==> src/rtl/ulsc_pkg.sv <==
// Shared types, character codes and hex helpers for the command parser.
// Used by every file of the block except ulsc_if; depends on nothing.
`timescale 1ns / 1ps
`default_nettype none

package ulsc_pkg;

  localparam int unsigned QueueDepth = 4;
  localparam int unsigned StepW      = 3;

  localparam logic [7:0] CharSpace = 8'h20;
  localparam logic [7:0] CharLf    = 8'h0A;
  localparam logic [7:0] CharCr    = 8'h0D;
  localparam logic [7:0] CharL     = 8'h6C;
  localparam logic [7:0] CharE     = 8'h65;
  localparam logic [7:0] CharD     = 8'h64;
  localparam logic [7:0] CharS     = 8'h73;
  localparam logic [7:0] CharW     = 8'h77;
  localparam logic [7:0] CharT     = 8'h74;

  localparam logic KindTx  = 1'b0;
  localparam logic KindLed = 1'b1;

  // What the back end has to send for one accepted byte
  typedef enum logic [2:0] {
    OpEcho,    // echo the byte only
    OpLedCmd,  // echo, then space
    OpOther,   // echo, then LF CR
    OpSwt,     // echo, space, switch byte in hex, LED write, LF CR
    OpLedSet   // echo both hex digits, LED write, LF CR
  } op_e;

  typedef struct packed {
    op_e        op;
    logic [7:0] rx;
    logic [7:0] hex1;
    logic [7:0] led;
  } cmd_t;

  // Anything outside 0-9 and A-E reads as F
  function automatic logic [3:0] hex_value(input logic [7:0] ch);
    logic [7:0] diff;
    diff = ch - 8'h37;
    if (ch >= 8'h30 && ch <= 8'h39) begin
      return ch[3:0];
    end else if (ch >= 8'h41 && ch <= 8'h45) begin
      return diff[3:0];
    end
    return 4'hF;
  endfunction

  function automatic logic [7:0] hex_char(input logic [3:0] v);
    if (v < 4'd10) begin
      return 8'h30 + {4'h0, v};
    end
    return 8'h37 + {4'h0, v};
  endfunction

endpackage

`default_nettype wire

==> src/rtl/ulsc_if.sv <==
// Valid/ready channel interfaces for received bytes and for results.
// Standalone; no package dependency.
`timescale 1ns / 1ps
`default_nettype none

interface ulsc_in_if;
  logic       valid;
  logic       ready;
  logic [7:0] rx_byte;
  logic [7:0] switch_bits;

  modport source (output valid, output rx_byte, output switch_bits, input ready);
  modport sink   (input valid, input rx_byte, input switch_bits, output ready);
endinterface

interface ulsc_out_if;
  logic       valid;
  logic       ready;
  logic       result_kind;
  logic [7:0] result_data;
  logic       last_result;

  modport source (output valid, output result_kind, output result_data,
                  output last_result, input ready);
  modport sink   (input valid, input result_kind, input result_data,
                  input last_result, output ready);
endinterface

`default_nettype wire

==> src/rtl/uart_led_switch_command_parser_unit.sv <==
// Top level of the serial command parser: front end, descriptor queue,
// back end. Uses ulsc_pkg, ulsc_if, ulsc_front, ulsc_fifo, ulsc_back.
`timescale 1ns / 1ps
`default_nettype none

// Parses "led XY" and "swt" commands from received bytes. A byte is taken
// in the cycle it is offered while the descriptor queue has room (the
// first hex digit after "led" is always taken, as it only gets stored).
// The back-end sequencer emits one result per clock while its output register
// is free or being taken; a byte yields 1 result for an echo, 2 for "led",
// 3 for an unknown word, 5 for the second hex digit and 7 for "swt". A result
// sits in the output register until taken while new bytes keep entering.
module uart_led_switch_command_parser_unit #(
  parameter int unsigned QueueDepth = ulsc_pkg::QueueDepth
) (
  input  wire logic clk_i,
  input  wire logic rst_ni,
  ulsc_in_if.sink   in_i,
  ulsc_out_if.source out_o
);

  ulsc_pkg::cmd_t push_data, pop_data;
  logic           push_valid, push_ready, pop_valid, pop_ready;

  ulsc_front u_front (
    .clk_i        (clk_i),
    .rst_ni       (rst_ni),
    .in_i         (in_i),
    .push_data_o  (push_data),
    .push_valid_o (push_valid),
    .push_ready_i (push_ready)
  );

  ulsc_fifo #(
    .Depth (QueueDepth)
  ) u_fifo (
    .clk_i        (clk_i),
    .rst_ni       (rst_ni),
    .push_data_i  (push_data),
    .push_valid_i (push_valid),
    .push_ready_o (push_ready),
    .pop_data_o   (pop_data),
    .pop_valid_o  (pop_valid),
    .pop_ready_i  (pop_ready)
  );

  ulsc_back u_back (
    .clk_i       (clk_i),
    .rst_ni      (rst_ni),
    .pop_data_i  (pop_data),
    .pop_valid_i (pop_valid),
    .pop_ready_o (pop_ready),
    .out_o       (out_o)
  );

endmodule

`default_nettype wire

==> src/rtl/ulsc_front.sv <==
// Front end: accepts received bytes, tracks the command phase and
// classifies each byte into a command descriptor. Uses ulsc_pkg, ulsc_in_if.
`timescale 1ns / 1ps
`default_nettype none

module ulsc_front (
  input  wire logic         clk_i,
  input  wire logic         rst_ni,
  ulsc_in_if.sink           in_i,
  output ulsc_pkg::cmd_t    push_data_o,
  output logic              push_valid_o,
  input  wire logic         push_ready_i
);

  typedef enum logic [2:0] {
    PhCmd1,
    PhCmd2,
    PhCmd3,
    PhHex1,
    PhHex2
  } phase_e;

  phase_e     phase_q, phase_d;
  logic [7:0] cmd1_q, cmd2_q, hex1_q;
  logic       accept;

  // The first hex digit is only stored, so it never waits on the queue
  assign in_i.ready   = (phase_q == PhHex1) || push_ready_i;
  assign accept       = in_i.valid && in_i.ready;
  assign push_valid_o = in_i.valid && (phase_q != PhHex1);

  always_comb begin
    push_data_o.op   = ulsc_pkg::OpEcho;
    push_data_o.rx   = in_i.rx_byte;
    push_data_o.hex1 = hex1_q;
    push_data_o.led  = in_i.switch_bits;
    phase_d          = PhCmd1;
    unique case (phase_q)
      PhCmd2: begin
        phase_d = PhCmd3;
      end
      PhCmd3: begin
        if (cmd1_q == ulsc_pkg::CharL && cmd2_q == ulsc_pkg::CharE &&
            in_i.rx_byte == ulsc_pkg::CharD) begin
          push_data_o.op = ulsc_pkg::OpLedCmd;
          phase_d        = PhHex1;
        end else if (cmd1_q == ulsc_pkg::CharS && cmd2_q == ulsc_pkg::CharW &&
                     in_i.rx_byte == ulsc_pkg::CharT) begin
          push_data_o.op = ulsc_pkg::OpSwt;
        end else begin
          push_data_o.op = ulsc_pkg::OpOther;
        end
      end
      PhHex1: begin
        phase_d = PhHex2;
      end
      PhHex2: begin
        push_data_o.op  = ulsc_pkg::OpLedSet;
        push_data_o.led = {ulsc_pkg::hex_value(hex1_q),
                           ulsc_pkg::hex_value(in_i.rx_byte)};
      end
      default: begin
        phase_d = PhCmd2;
      end
    endcase
  end

  always_ff @(posedge clk_i or negedge rst_ni) begin
    if (!rst_ni) begin
      phase_q <= PhCmd1;
    end else if (accept) begin
      phase_q <= phase_d;
    end
  end

  always_ff @(posedge clk_i) begin
    if (accept) begin
      if (phase_q == PhCmd1) cmd1_q <= in_i.rx_byte;
      if (phase_q == PhCmd2) cmd2_q <= in_i.rx_byte;
      if (phase_q == PhHex1) hex1_q <= in_i.rx_byte;
    end
  end

endmodule

`default_nettype wire

==> src/rtl/ulsc_fifo.sv <==
// Short descriptor queue between the front and back ends.
// Uses ulsc_pkg for the descriptor type.
`timescale 1ns / 1ps
`default_nettype none

module ulsc_fifo #(
  parameter int unsigned Depth = ulsc_pkg::QueueDepth
) (
  input  wire logic            clk_i,
  input  wire logic            rst_ni,
  input  wire ulsc_pkg::cmd_t  push_data_i,
  input  wire logic            push_valid_i,
  output logic                 push_ready_o,
  output ulsc_pkg::cmd_t       pop_data_o,
  output logic                 pop_valid_o,
  input  wire logic            pop_ready_i
);

  localparam int unsigned PtrW = (Depth > 1) ? $clog2(Depth) : 1;
  localparam int unsigned CntW = $clog2(Depth + 1);
  localparam logic [PtrW-1:0] LastPtr = PtrW'(Depth - 1);
  localparam logic [CntW-1:0] Full    = CntW'(Depth);

  ulsc_pkg::cmd_t  mem_q [Depth];
  logic [PtrW-1:0] wr_ptr_q, rd_ptr_q;
  logic [CntW-1:0] count_q;
  logic            do_push, do_pop;

  assign push_ready_o = (count_q != Full);
  assign pop_valid_o  = (count_q != '0);
  assign pop_data_o   = mem_q[rd_ptr_q];
  assign do_push      = push_valid_i && push_ready_o;
  assign do_pop       = pop_valid_o && pop_ready_i;

  always_ff @(posedge clk_i or negedge rst_ni) begin
    if (!rst_ni) begin
      wr_ptr_q <= '0;
      rd_ptr_q <= '0;
      count_q  <= '0;
    end else begin
      if (do_push) wr_ptr_q <= (wr_ptr_q == LastPtr) ? '0 : wr_ptr_q + 1'b1;
      if (do_pop)  rd_ptr_q <= (rd_ptr_q == LastPtr) ? '0 : rd_ptr_q + 1'b1;
      if (do_push && !do_pop) begin
        count_q <= count_q + 1'b1;
      end else if (do_pop && !do_push) begin
        count_q <= count_q - 1'b1;
      end
    end
  end

  always_ff @(posedge clk_i) begin
    if (do_push) mem_q[wr_ptr_q] <= push_data_i;
  end

endmodule

`default_nettype wire

==> src/rtl/ulsc_back.sv <==
// Back end: steps through each descriptor and emits one result per clock
// into an output register, stalled while it holds a result not yet taken. Uses ulsc_pkg and ulsc_out_if.
`timescale 1ns / 1ps
`default_nettype none

module ulsc_back (
  input  wire logic            clk_i,
  input  wire logic            rst_ni,
  input  wire ulsc_pkg::cmd_t  pop_data_i,
  input  wire logic            pop_valid_i,
  output logic                 pop_ready_o,
  ulsc_out_if.source           out_o
);

  localparam int unsigned StepW = ulsc_pkg::StepW;

  ulsc_pkg::cmd_t   cur_q, src;
  logic             busy_q;
  logic [StepW-1:0] step_q, st;
  logic             have, adv;
  logic             gen_kind, gen_last;
  logic [7:0]       gen_data;
  logic             out_valid_q, out_kind_q, out_last_q;
  logic [7:0]       out_data_q;

  // Start a fresh descriptor straight from the queue head at step zero
  assign src         = busy_q ? cur_q : pop_data_i;
  assign st          = busy_q ? step_q : '0;
  assign have        = busy_q || pop_valid_i;
  assign adv         = have && (!out_valid_q || out_o.ready);
  assign pop_ready_o = adv && !busy_q;

  always_comb begin
    gen_kind = ulsc_pkg::KindTx;
    gen_data = src.rx;
    gen_last = 1'b0;
    unique case (src.op)
      ulsc_pkg::OpEcho: begin
        gen_last = 1'b1;
      end
      ulsc_pkg::OpLedCmd: begin
        if (st != '0) begin
          gen_data = ulsc_pkg::CharSpace;
          gen_last = 1'b1;
        end
      end
      ulsc_pkg::OpOther: begin
        unique case (st)
          3'd0:    gen_data = src.rx;
          3'd1:    gen_data = ulsc_pkg::CharLf;
          default: begin
            gen_data = ulsc_pkg::CharCr;
            gen_last = 1'b1;
          end
        endcase
      end
      ulsc_pkg::OpSwt: begin
        unique case (st)
          3'd0: gen_data = src.rx;
          3'd1: gen_data = ulsc_pkg::CharSpace;
          3'd2: gen_data = ulsc_pkg::hex_char(src.led[7:4]);
          3'd3: gen_data = ulsc_pkg::hex_char(src.led[3:0]);
          3'd4: begin
            gen_kind = ulsc_pkg::KindLed;
            gen_data = src.led;
          end
          3'd5: gen_data = ulsc_pkg::CharLf;
          default: begin
            gen_data = ulsc_pkg::CharCr;
            gen_last = 1'b1;
          end
        endcase
      end
      ulsc_pkg::OpLedSet: begin
        unique case (st)
          3'd0: gen_data = src.hex1;
          3'd1: gen_data = src.rx;
          3'd2: begin
            gen_kind = ulsc_pkg::KindLed;
            gen_data = src.led;
          end
          3'd3: gen_data = ulsc_pkg::CharLf;
          default: begin
            gen_data = ulsc_pkg::CharCr;
            gen_last = 1'b1;
          end
        endcase
      end
      default: begin
        gen_last = 1'b1;
      end
    endcase
  end

  always_ff @(posedge clk_i or negedge rst_ni) begin
    if (!rst_ni) begin
      busy_q      <= 1'b0;
      step_q      <= '0;
      out_valid_q <= 1'b0;
    end else begin
      if (adv) begin
        out_valid_q <= 1'b1;
        busy_q      <= !gen_last;
        step_q      <= gen_last ? '0 : st + 1'b1;
      end else if (out_o.ready) begin
        out_valid_q <= 1'b0;
      end
    end
  end

  always_ff @(posedge clk_i) begin
    if (adv) begin
      out_kind_q <= gen_kind;
      out_data_q <= gen_data;
      out_last_q <= gen_last;
      if (!busy_q) cur_q <= pop_data_i;
    end
  end

  assign out_o.valid       = out_valid_q;
  assign out_o.result_kind = out_kind_q;
  assign out_o.result_data = out_data_q;
  assign out_o.last_result = out_last_q;

`ifndef SYNTHESIS
  a_busy_step: assert property (@(posedge clk_i) disable iff (!rst_ni)
    busy_q |-> (step_q != '0))
    else $error("descriptor in progress at step zero");

  a_last_frees: assert property (@(posedge clk_i) disable iff (!rst_ni)
    (adv && gen_last) |=> !busy_q)
    else $error("sequencer still busy after final result");

  a_pop_head: assert property (@(posedge clk_i) disable iff (!rst_ni)
    pop_ready_o |-> pop_valid_i)
    else $error("descriptor fetched from an empty queue");
`endif

endmodule

`default_nettype wire
==> src/flat_wrapper.sv <==
// flat-port wrapper written by rule: the top's interface ports become plain ports
module uart_led_switch_command_parser_unit_flat 
#(
  parameter int unsigned QueueDepth = ulsc_pkg::QueueDepth
)
  (clk_i, rst_ni, in_i_valid, in_i_rx_byte, in_i_switch_bits, in_i_ready, out_o_valid, out_o_result_kind, out_o_result_data, out_o_last_result, out_o_ready);
  ulsc_in_if in_i_i ();
  ulsc_out_if out_o_i ();
  input  wire logic clk_i;
  input  wire logic rst_ni;
  input wire logic [$bits(in_i_i.valid)-1:0] in_i_valid;
  input wire logic [$bits(in_i_i.rx_byte)-1:0] in_i_rx_byte;
  input wire logic [$bits(in_i_i.switch_bits)-1:0] in_i_switch_bits;
  output wire logic [$bits(in_i_i.ready)-1:0] in_i_ready;
  output wire logic [$bits(out_o_i.valid)-1:0] out_o_valid;
  output wire logic [$bits(out_o_i.result_kind)-1:0] out_o_result_kind;
  output wire logic [$bits(out_o_i.result_data)-1:0] out_o_result_data;
  output wire logic [$bits(out_o_i.last_result)-1:0] out_o_last_result;
  input wire logic [$bits(out_o_i.ready)-1:0] out_o_ready;
  assign in_i_i.valid = in_i_valid;
  assign in_i_i.rx_byte = in_i_rx_byte;
  assign in_i_i.switch_bits = in_i_switch_bits;
  assign in_i_ready = in_i_i.ready;
  assign out_o_valid = out_o_i.valid;
  assign out_o_result_kind = out_o_i.result_kind;
  assign out_o_result_data = out_o_i.result_data;
  assign out_o_last_result = out_o_i.last_result;
  assign out_o_i.ready = out_o_ready;
  uart_led_switch_command_parser_unit #(.QueueDepth(QueueDepth)) u_core (.clk_i(clk_i), .rst_ni(rst_ni), .in_i(in_i_i), .out_o(out_o_i));
endmodule
==> config.mk <==
export PLATFORM = sky130hd
export DESIGN_NAME = uart_led_switch_command_parser_unit_flat
export DESIGN_NICKNAME = d
export VERILOG_FILES = /design/src/rtl/ulsc_pkg.sv /design/src/rtl/ulsc_if.sv /design/src/rtl/uart_led_switch_command_parser_unit.sv /design/src/rtl/ulsc_front.sv /design/src/rtl/ulsc_fifo.sv /design/src/rtl/ulsc_back.sv /design/src/flat_wrapper.sv
export SDC_FILE = /design/constraint.sdc
export NUM_CORES = 1
export LEC_CHECK = 0
export BUFFER_PORTS_ARGS = -buffer_cell sky130_fd_sc_hd__buf_2
export CORE_MARGIN = 2
export CORE_UTILIZATION = 56
export CTS_CLUSTER_DIAMETER = 40
export CTS_CLUSTER_SIZE = 24
export DETAILED_ROUTE_END_ITERATION = 8
export PLACE_DENSITY = 0.76
export SYNTH_ARGS = -nofsm -noshare
export SYNTH_HDL_FRONTEND = slang
export SYNTH_SLANG_ARGS = --single-unit
==> constraint.sdc <==
create_clock -name clk_i -period 3.3 [get_ports clk_i]
set_input_delay 0.495 -clock clk_i [delete_from_list [all_inputs] [get_ports clk_i]]
set_output_delay 0.495 -clock clk_i [all_outputs]
set_load 0.005 [all_outputs]
# Word level (Yosys, flattened, before mapping)
# Memory sizes are Yosys's and may differ from the RTL's.
# Cells that the tools add are included.
[op_classes] mux=52 shifts=0 n_addsub=11 mul=0 n_reduce_logical=36 n_bitwise=0 eq_ne=23 magnitude_cmp=10 div=0
[op_table] op="case mux 8 bit (4 select lines)" n=2
[op_table] op="== test 8 x 7 -> 1 bit (second input constant)" n=6
[op_table] op="2-to-1 mux 8 bit" n=6
[op_table] op="case mux 8 bit (6 select lines)" n=1
[op_table] op="adder 6 x 4 -> 7 bit (first input constant)" n=4
[op_table] op="2-to-1 mux 27 bit" n=1
[op_table] op="2-to-1 mux 4 bit" n=6
[op_table] op="2-to-1 mux 1 bit" n=23
[op_table] op="== test 3 x 2 -> 1 bit (second input constant)" n=6
[op_table] op="greater-or-equal comparator 8 x 6 -> 1 bit (second input constant)" n=2
[op_table] op="greater-or-equal comparator 8 x 7 -> 1 bit (second input constant)" n=2
[op_table] op="<= comparator 8 x 6 -> 1 bit (second input constant)" n=2
[op_table] op="<= comparator 8 x 7 -> 1 bit (second input constant)" n=2
[op_table] op="logical AND 1 bit" n=16
[op_table] op="case mux 8 bit (2 select lines)" n=1
[op_table] op="== test 3 bit (second input constant)" n=4
[op_table] op="2-to-1 mux 3 bit" n=4
[op_table] op="case mux 3 bit (4 select lines)" n=1
[op_table] op="== test 3 x 1 -> 1 bit (second input constant)" n=3
[op_table] op="less-than comparator 4 bit (second input constant)" n=2
[op_table] op="2-to-1 mux 2 bit" n=4
[op_table] op="subtractor 4 x 3 -> 4 bit (second input constant)" n=2
[op_table] op="adder 3 x 1 -> 3 bit (second input constant)" n=2
[op_table] op="logical NOT 3 bit" n=2
[op_table] op="other kinds (16)" n=28
[word_totals] output_inout_bits=12 input_bits=20 latch_bits=0 romBits=0 mem_count=1 register_bits=76 elab_cells=150 ramBits=108
[mem_list] memory="u_core.u_fifo.mem_q" words=4 width=27 read_ports=1 rd_ports_with_merged_regs=0 write_ports=1 line="ulsc_fifo.sv:24" rtl="ulsc_pkg::cmd_t mem_q [Depth];"

# Longest topological paths before layout
# An unclocked memory read counts as a cell.
[depth] depth_word=9 depth_mapped=15 ltp_nobuf=10

# By module
# From an unflattened synthesis, not the netlist that was laid out.
[unflattened] hier_cells=614 area_unflattened_um2=8916.1
[by_module_without_submodules] module="ulsc_fifo" n_inst=1 area_per_inst_um2=4342.9 seq_area_each_um2=3418.3 cells_each=178
[by_module_without_submodules] module="ulsc_back" n_inst=1 area_per_inst_um2=3067.9 seq_area_each_um2=1236.2 cells_each=304
[by_module_without_submodules] module="ulsc_front" n_inst=1 area_per_inst_um2=1505.2 seq_area_each_um2=795.8 cells_each=132

# Worst setup path before layout
# OpenSTA, ideal clock, no wires.
[synth_timing] path_type="register -> register" startpoint="reg u_core.u_back.busy_q" endpoint="reg u_core.u_back.out_data_q[5], in the netlist u_core.u_back.out_o.result_data[5] (data pin)" n_path_buf=6 t_arrival_ns=3.014 period_less_slack_ns=3.277 t_required_ns=3.037 setup_time_ns=0.263 setup_slack_ns=0.023 stages_incl_launch_ff=15 path_cell_list="dfrtp_1 -> buf_4 -> buf_2 -> buf_2 -> buf_2 -> buf_2 -> nand2_1 -> inv_1 -> ha_1 -> ha_1 -> clkbuf_1 -> or4_4 -> nand2b_4 -> a31oi_1 -> a2111o_1"
[synth_via] elab_chain_len=8 word_cells_on_any_way=34 cone_classes="add/sub (4); order compare (2); eq/ne (9); mux (17); reduce/logical (2)"
[synth_lines] item="start, declared" line="ulsc_back.sv:18" rtl="logic busy_q;"
[synth_lines] item="start signal, assigned" line="ulsc_back.sv:103" rtl="busy_q <= !gen_last;"
[synth_lines] item="2-to-1 mux 27 bit" line="ulsc_back.sv:27" rtl="assign src = busy_q ? cur_q : pop_data_i;"
[synth_lines] item="less-than comparator 4 bit" line="ulsc_pkg.sv:53" rtl="if (v < 4'd10) begin"
[synth_lines] item="2-to-1 mux 1 bit" line="ulsc_pkg.sv:53"
[synth_lines] item="2-to-1 mux 1 bit" line="ulsc_back.sv:58" rtl="unique case (st)"
[synth_lines] item="2-to-1 mux 1 bit" line="ulsc_back.sv:37" rtl="unique case (src.op)"
[synth_lines] item="2-to-1 mux 8 bit" line="ulsc_pkg.sv:56" rtl="return 8'h37 + {4'h0, v};"
[synth_lines] item="case mux 8 bit (6 select lines)" line="ulsc_back.sv:58"
[synth_lines] item="case mux 8 bit (4 select lines) *" line="ulsc_back.sv:37"
[synth_lines] item="named net u_core.u_back.gen_data[5]" line="ulsc_back.sv:22" rtl="logic [7:0] gen_data;"
[synth_lines] item="end signal, assigned" line="ulsc_back.sv:114" rtl="out_data_q <= gen_data;"
[synth_lines] item="end, declared" line="ulsc_back.sv:24" rtl="logic [7:0] out_data_q;"
# The timed path passes the listed nets; every way through them passes the cells marked *. The select of a mux whose other input is x is not followed.
# A chain may end at the register's enable or synchronous reset.

==> impl_metrics.csv <==
group,metric,value,unit
die,initial_core_util,57.02,%
die,core-area,15090,µm²
cts,cts_tree,"yes",
worst_setup_path,path_cells,"buf_4 -> mux4_1 -> mux2_2 -> inv_1 -> ha_1 -> nor2_1 -> o21a_1 -> a311oi_1 -> o221ai_1",
logic_synthesis,synth.ff_latch_count,184,
worst_setup_path,cp-end-kind,"flip-flop",
logic_synthesis,ys_top_cells_by_area,"edfxtp_1, dfrtp_1, mux4_2, mux4_1, ha_1",
layout,insertedDiodeCount,0,
grt,grt_pass1_wl,29.16,mm
worst_hold_path,hold_class,"in2reg",
cts,post_cts_buffers,0,
detailed_routing,drc,0,
logic_synthesis,netlist.area_leader.share,58.98,%
sta,finalSetupViolCount,0,
logic_synthesis,synth.net_count,628,
sta,setup-tns-final,0,ns
die,ios,32,
sta,period_needed,2.933,ns
die,rows,45,
layout,drive_gt1_share,21.11,%
placed_design,place_ws,0.3779,ns
logic_synthesis,ys_seq_area_share,63.34,%
sta,hold_viol,0,
worst_setup_path,slowest_delay,0.61,ns
logic_synthesis,synthFlopType,"edfxtp_1",
detailed_routing,vias_per_cell,6.374,
sta,fmax,341.0,MHz
layout,synthToLayoutAreaGrowth,11.31,%
sta,setup_ws,0.3672,ns
cts,worstSkewPairLatency,0.44,ns
worst_setup_path,path_buf_inv,2,
placed_design,gp_congestion,0.9182,
logic_synthesis,syn_area,8605,µm²
detailed_routing,antenna_left,0,
sta,fin_skew,0.01398,ns
grt,grtUsageTotal,23.89,%
die,die_h,128.0,µm
detailed_routing,num_vias,5335,
cts,clock_sinks,184,
grt,grt_pass1_vias,5276,
die,dieArea,16370,µm²
die,fp.dieW,128.0,µm
sta,relSlewSlack,38.51,%
power,ir_drop,504.7,µV
worst_setup_path,critPathLaunchType,"flip-flop",
cts,root_buffer,"clkbuf_16",
placed_design,port_buffers,31,
logic_synthesis,synth-edff-count,169,
cts,numCtsBuffers,17,
logic_synthesis,syn_avg_cell_area,14.66,µm²
worst_hold_path,holdPathStages,4,
sta,fin_crit_sh,88.87,%
status,status,"finished clean",
detailed_routing,drt_pass1_iterations,5,
logic_synthesis,ys_warn_count,0,
grt,grt_max_degree,31,
worst_setup_path,rr_worst_depth,9,
worst_setup_path,cp_data_arrival_time,3.10,ns
cts,cts_buffer_depth,2,
worst_setup_path,criticalPathCategory,"reg2reg",
grt,antenna_found_initial,0,
detailed_routing,drt_iter0_markers,671,
power,p_per_area,986.7,nW/µm²
detailed_routing,drt-total-wl,18.46,mm
power,leakagePower,3.483,nW
worst_setup_path,cpMaxStageDelayCell,"dfrtp_1",
logic_synthesis,synthCells,587,
grt,grt-ovfl-total,0,
worst_setup_path,critPathTopFamily,"multiplexers",
sta,rsz0062_at_grt,"no",
flow_run,maxCapViolations,0,
logic_synthesis,synthTopCellsByCount,"edfxtp_1, nand2_1, o21ai_0",
layout,nNetsFinal,677,
cts,htreeDepth,4,
logic_synthesis,synth_top_area_cell,"edfxtp_1",
detailed_routing,wl_per_cell,22.06,µm
sta,worst_slew_pin_slew,0.9096,ns
placed_design,dp_hpwl,12.50,mm
cts,clkTransAtPathRegs,0.07,ns
worst_setup_path,path_depth,9,
worst_setup_path,cp.required,3.47,ns
logic_synthesis,yosys.cell_count.top_type,"edfxtp_1",
sta,drv_slew,0,
logic_synthesis,yosysUniqueCellTypes,76,
logic_synthesis,async_reset_ff_share,8.152,%
worst_setup_path,crit_fanout,9,
layout,utilization,63.47,%
-- cell type report --
class,count,area (µm²)
Fill cell,1084,5512
Sequential cell,184,5450
Multi-Input combinational cell,348,2885
Clock buffer,18,429.2
Timing Repair Buffer,56,345.3
Tap cell,188,235.2
Clock inverter,14,123.9
Inverter,29,108.9
-- worst min-delay path, stage by stage --
cell,delay [ns]
buf_2,0.07
nor2b_1,0.06
nand2_1,0.06
o21ai_1,0.05
-- state kept, by name, indices dropped and copies added (netlist names) --
signal	count
u_core.u_fifo.mem_q	108
u_core.u_back.cur_q	27
u_core.u_back.out_o.result_data	8
u_core.u_front.cmd1_q	8
u_core.u_front.cmd2_q	8
u_core.u_front.hex1_q	8
u_core.u_back.step_q	3
u_core.u_fifo.count_q	3
u_core.u_front.phase_q	3
u_core.u_fifo.rd_ptr_q	2
u_core.u_fifo.wr_ptr_q	2
u_core.u_back.busy_q	1
u_core.u_back.out_o.last_result	1
u_core.u_back.out_o.result_kind	1
u_core.u_back.out_o.valid	1
-- kinds of logic after synthesis --
family	Yosys count	synth area share, %
AO/OA/AOI/OAI	120	9.481
XOR/XNOR	6	0.6107
adder cells (fa/ha/maj)	21	3.141
buffers and inverters	55	3.126
flip-flops	184	63.34
multiplexers	60	11.57
AND/OR/NAND/NOR	141	8.725
-- per-stage QoR --
step	instances	total power, mW	cell area (µm²)	hold WS [ns]
2_1_floorplan	587	6.456	8605	0.1994
3_3_place_gp	804	7.442	9015	0.4150
3_5_place_dp	804	7.532	9015	0.4237
4_1_cts	837	9.454	9578	0.3295
5_1_grt	837	9.982	9578	0.3564
6_report	837	9.451	9578	0.3415
-- cell usage in the layout (no fill, tap or decap), types with 5 or more instances in the layout --
master / Yosys / final
a211oi_1: 5 / 5
a21o_1: 6 / 6
a21oi_1: 16 / 16
and2_1: 10 / 10
buf_2: 7 / 31
buf_4: 4 / 24
clkbuf_16: 0 / 17
dfrtp_1: 15 / 15
edfxtp_1: 169 / 169
ha_1: 20 / 20
inv_1: 24 / 24
inv_2: 5 / 5
mux2_2: 19 / 19
mux2i_1: 14 / 14
mux4_1: 11 / 11
mux4_2: 13 / 13
nand2_1: 40 / 40
nand2b_1: 5 / 5
nand3_1: 10 / 10
nand4_1: 9 / 9
nor2_1: 25 / 25
nor3_1: 7 / 7
nor4_1: 5 / 5
o211ai_1: 5 / 5
o21a_1: 6 / 6
o21ai_0: 35 / 35
-- routing by layer --
metal	share of wire (%)	wire length, µm	global-route usage, %
met1	43	7885	32.38
met4	2.3	427	9.438
met3	5.8	1066	5.008
met2	49	9081	38.38
met5	0	0	0
-- repair_timing --
action / 4_1_cts / 5_1_grt
setup endpoints to repair: 0 / 0
hold endpoints to repair: 15 / 0
gates resized for setup: 0 / 0
hold buffers: 1 / 0
-- power by group --
part / switching (mW) / total (mW) / internal, mW
clock network: 0.869 / 1.91 / 1.04
logic: 2.23 / 3.78 / 1.54
registers: 0.306 / 3.76 / 3.46
total: 3.41 / 9.45 / 6.04
-- worst paths after layout --
check	from	to	slack, ns
setup reg to reg	u_core.u_fifo.rd_ptr_q[0]$_DFFE_PN0P_	u_core.u_back.out_o.result_data[6]$_DFFE_PP_	0.37
setup / recovery	u_core.u_fifo.rd_ptr_q[0]$_DFFE_PN0P_	u_core.u_back.out_o.result_data[6]$_DFFE_PP_	0.37
hold reg to reg	u_core.u_back.step_q[1]$_DFFE_PN0P_	u_core.u_back.step_q[1]$_DFFE_PN0P_	0.49
min in group asynchronous	rst_ni	u_core.u_back.step_q[1]$_DFFE_PN0P_	0.51
max in group asynchronous	rst_ni	u_core.u_fifo.rd_ptr_q[1]$_DFFE_PN0P_	2.54
hold / removal	out_o_ready	u_core.u_back.busy_q$_DFFE_PN0P_	0.34
(Power assumes the default switching activity.)
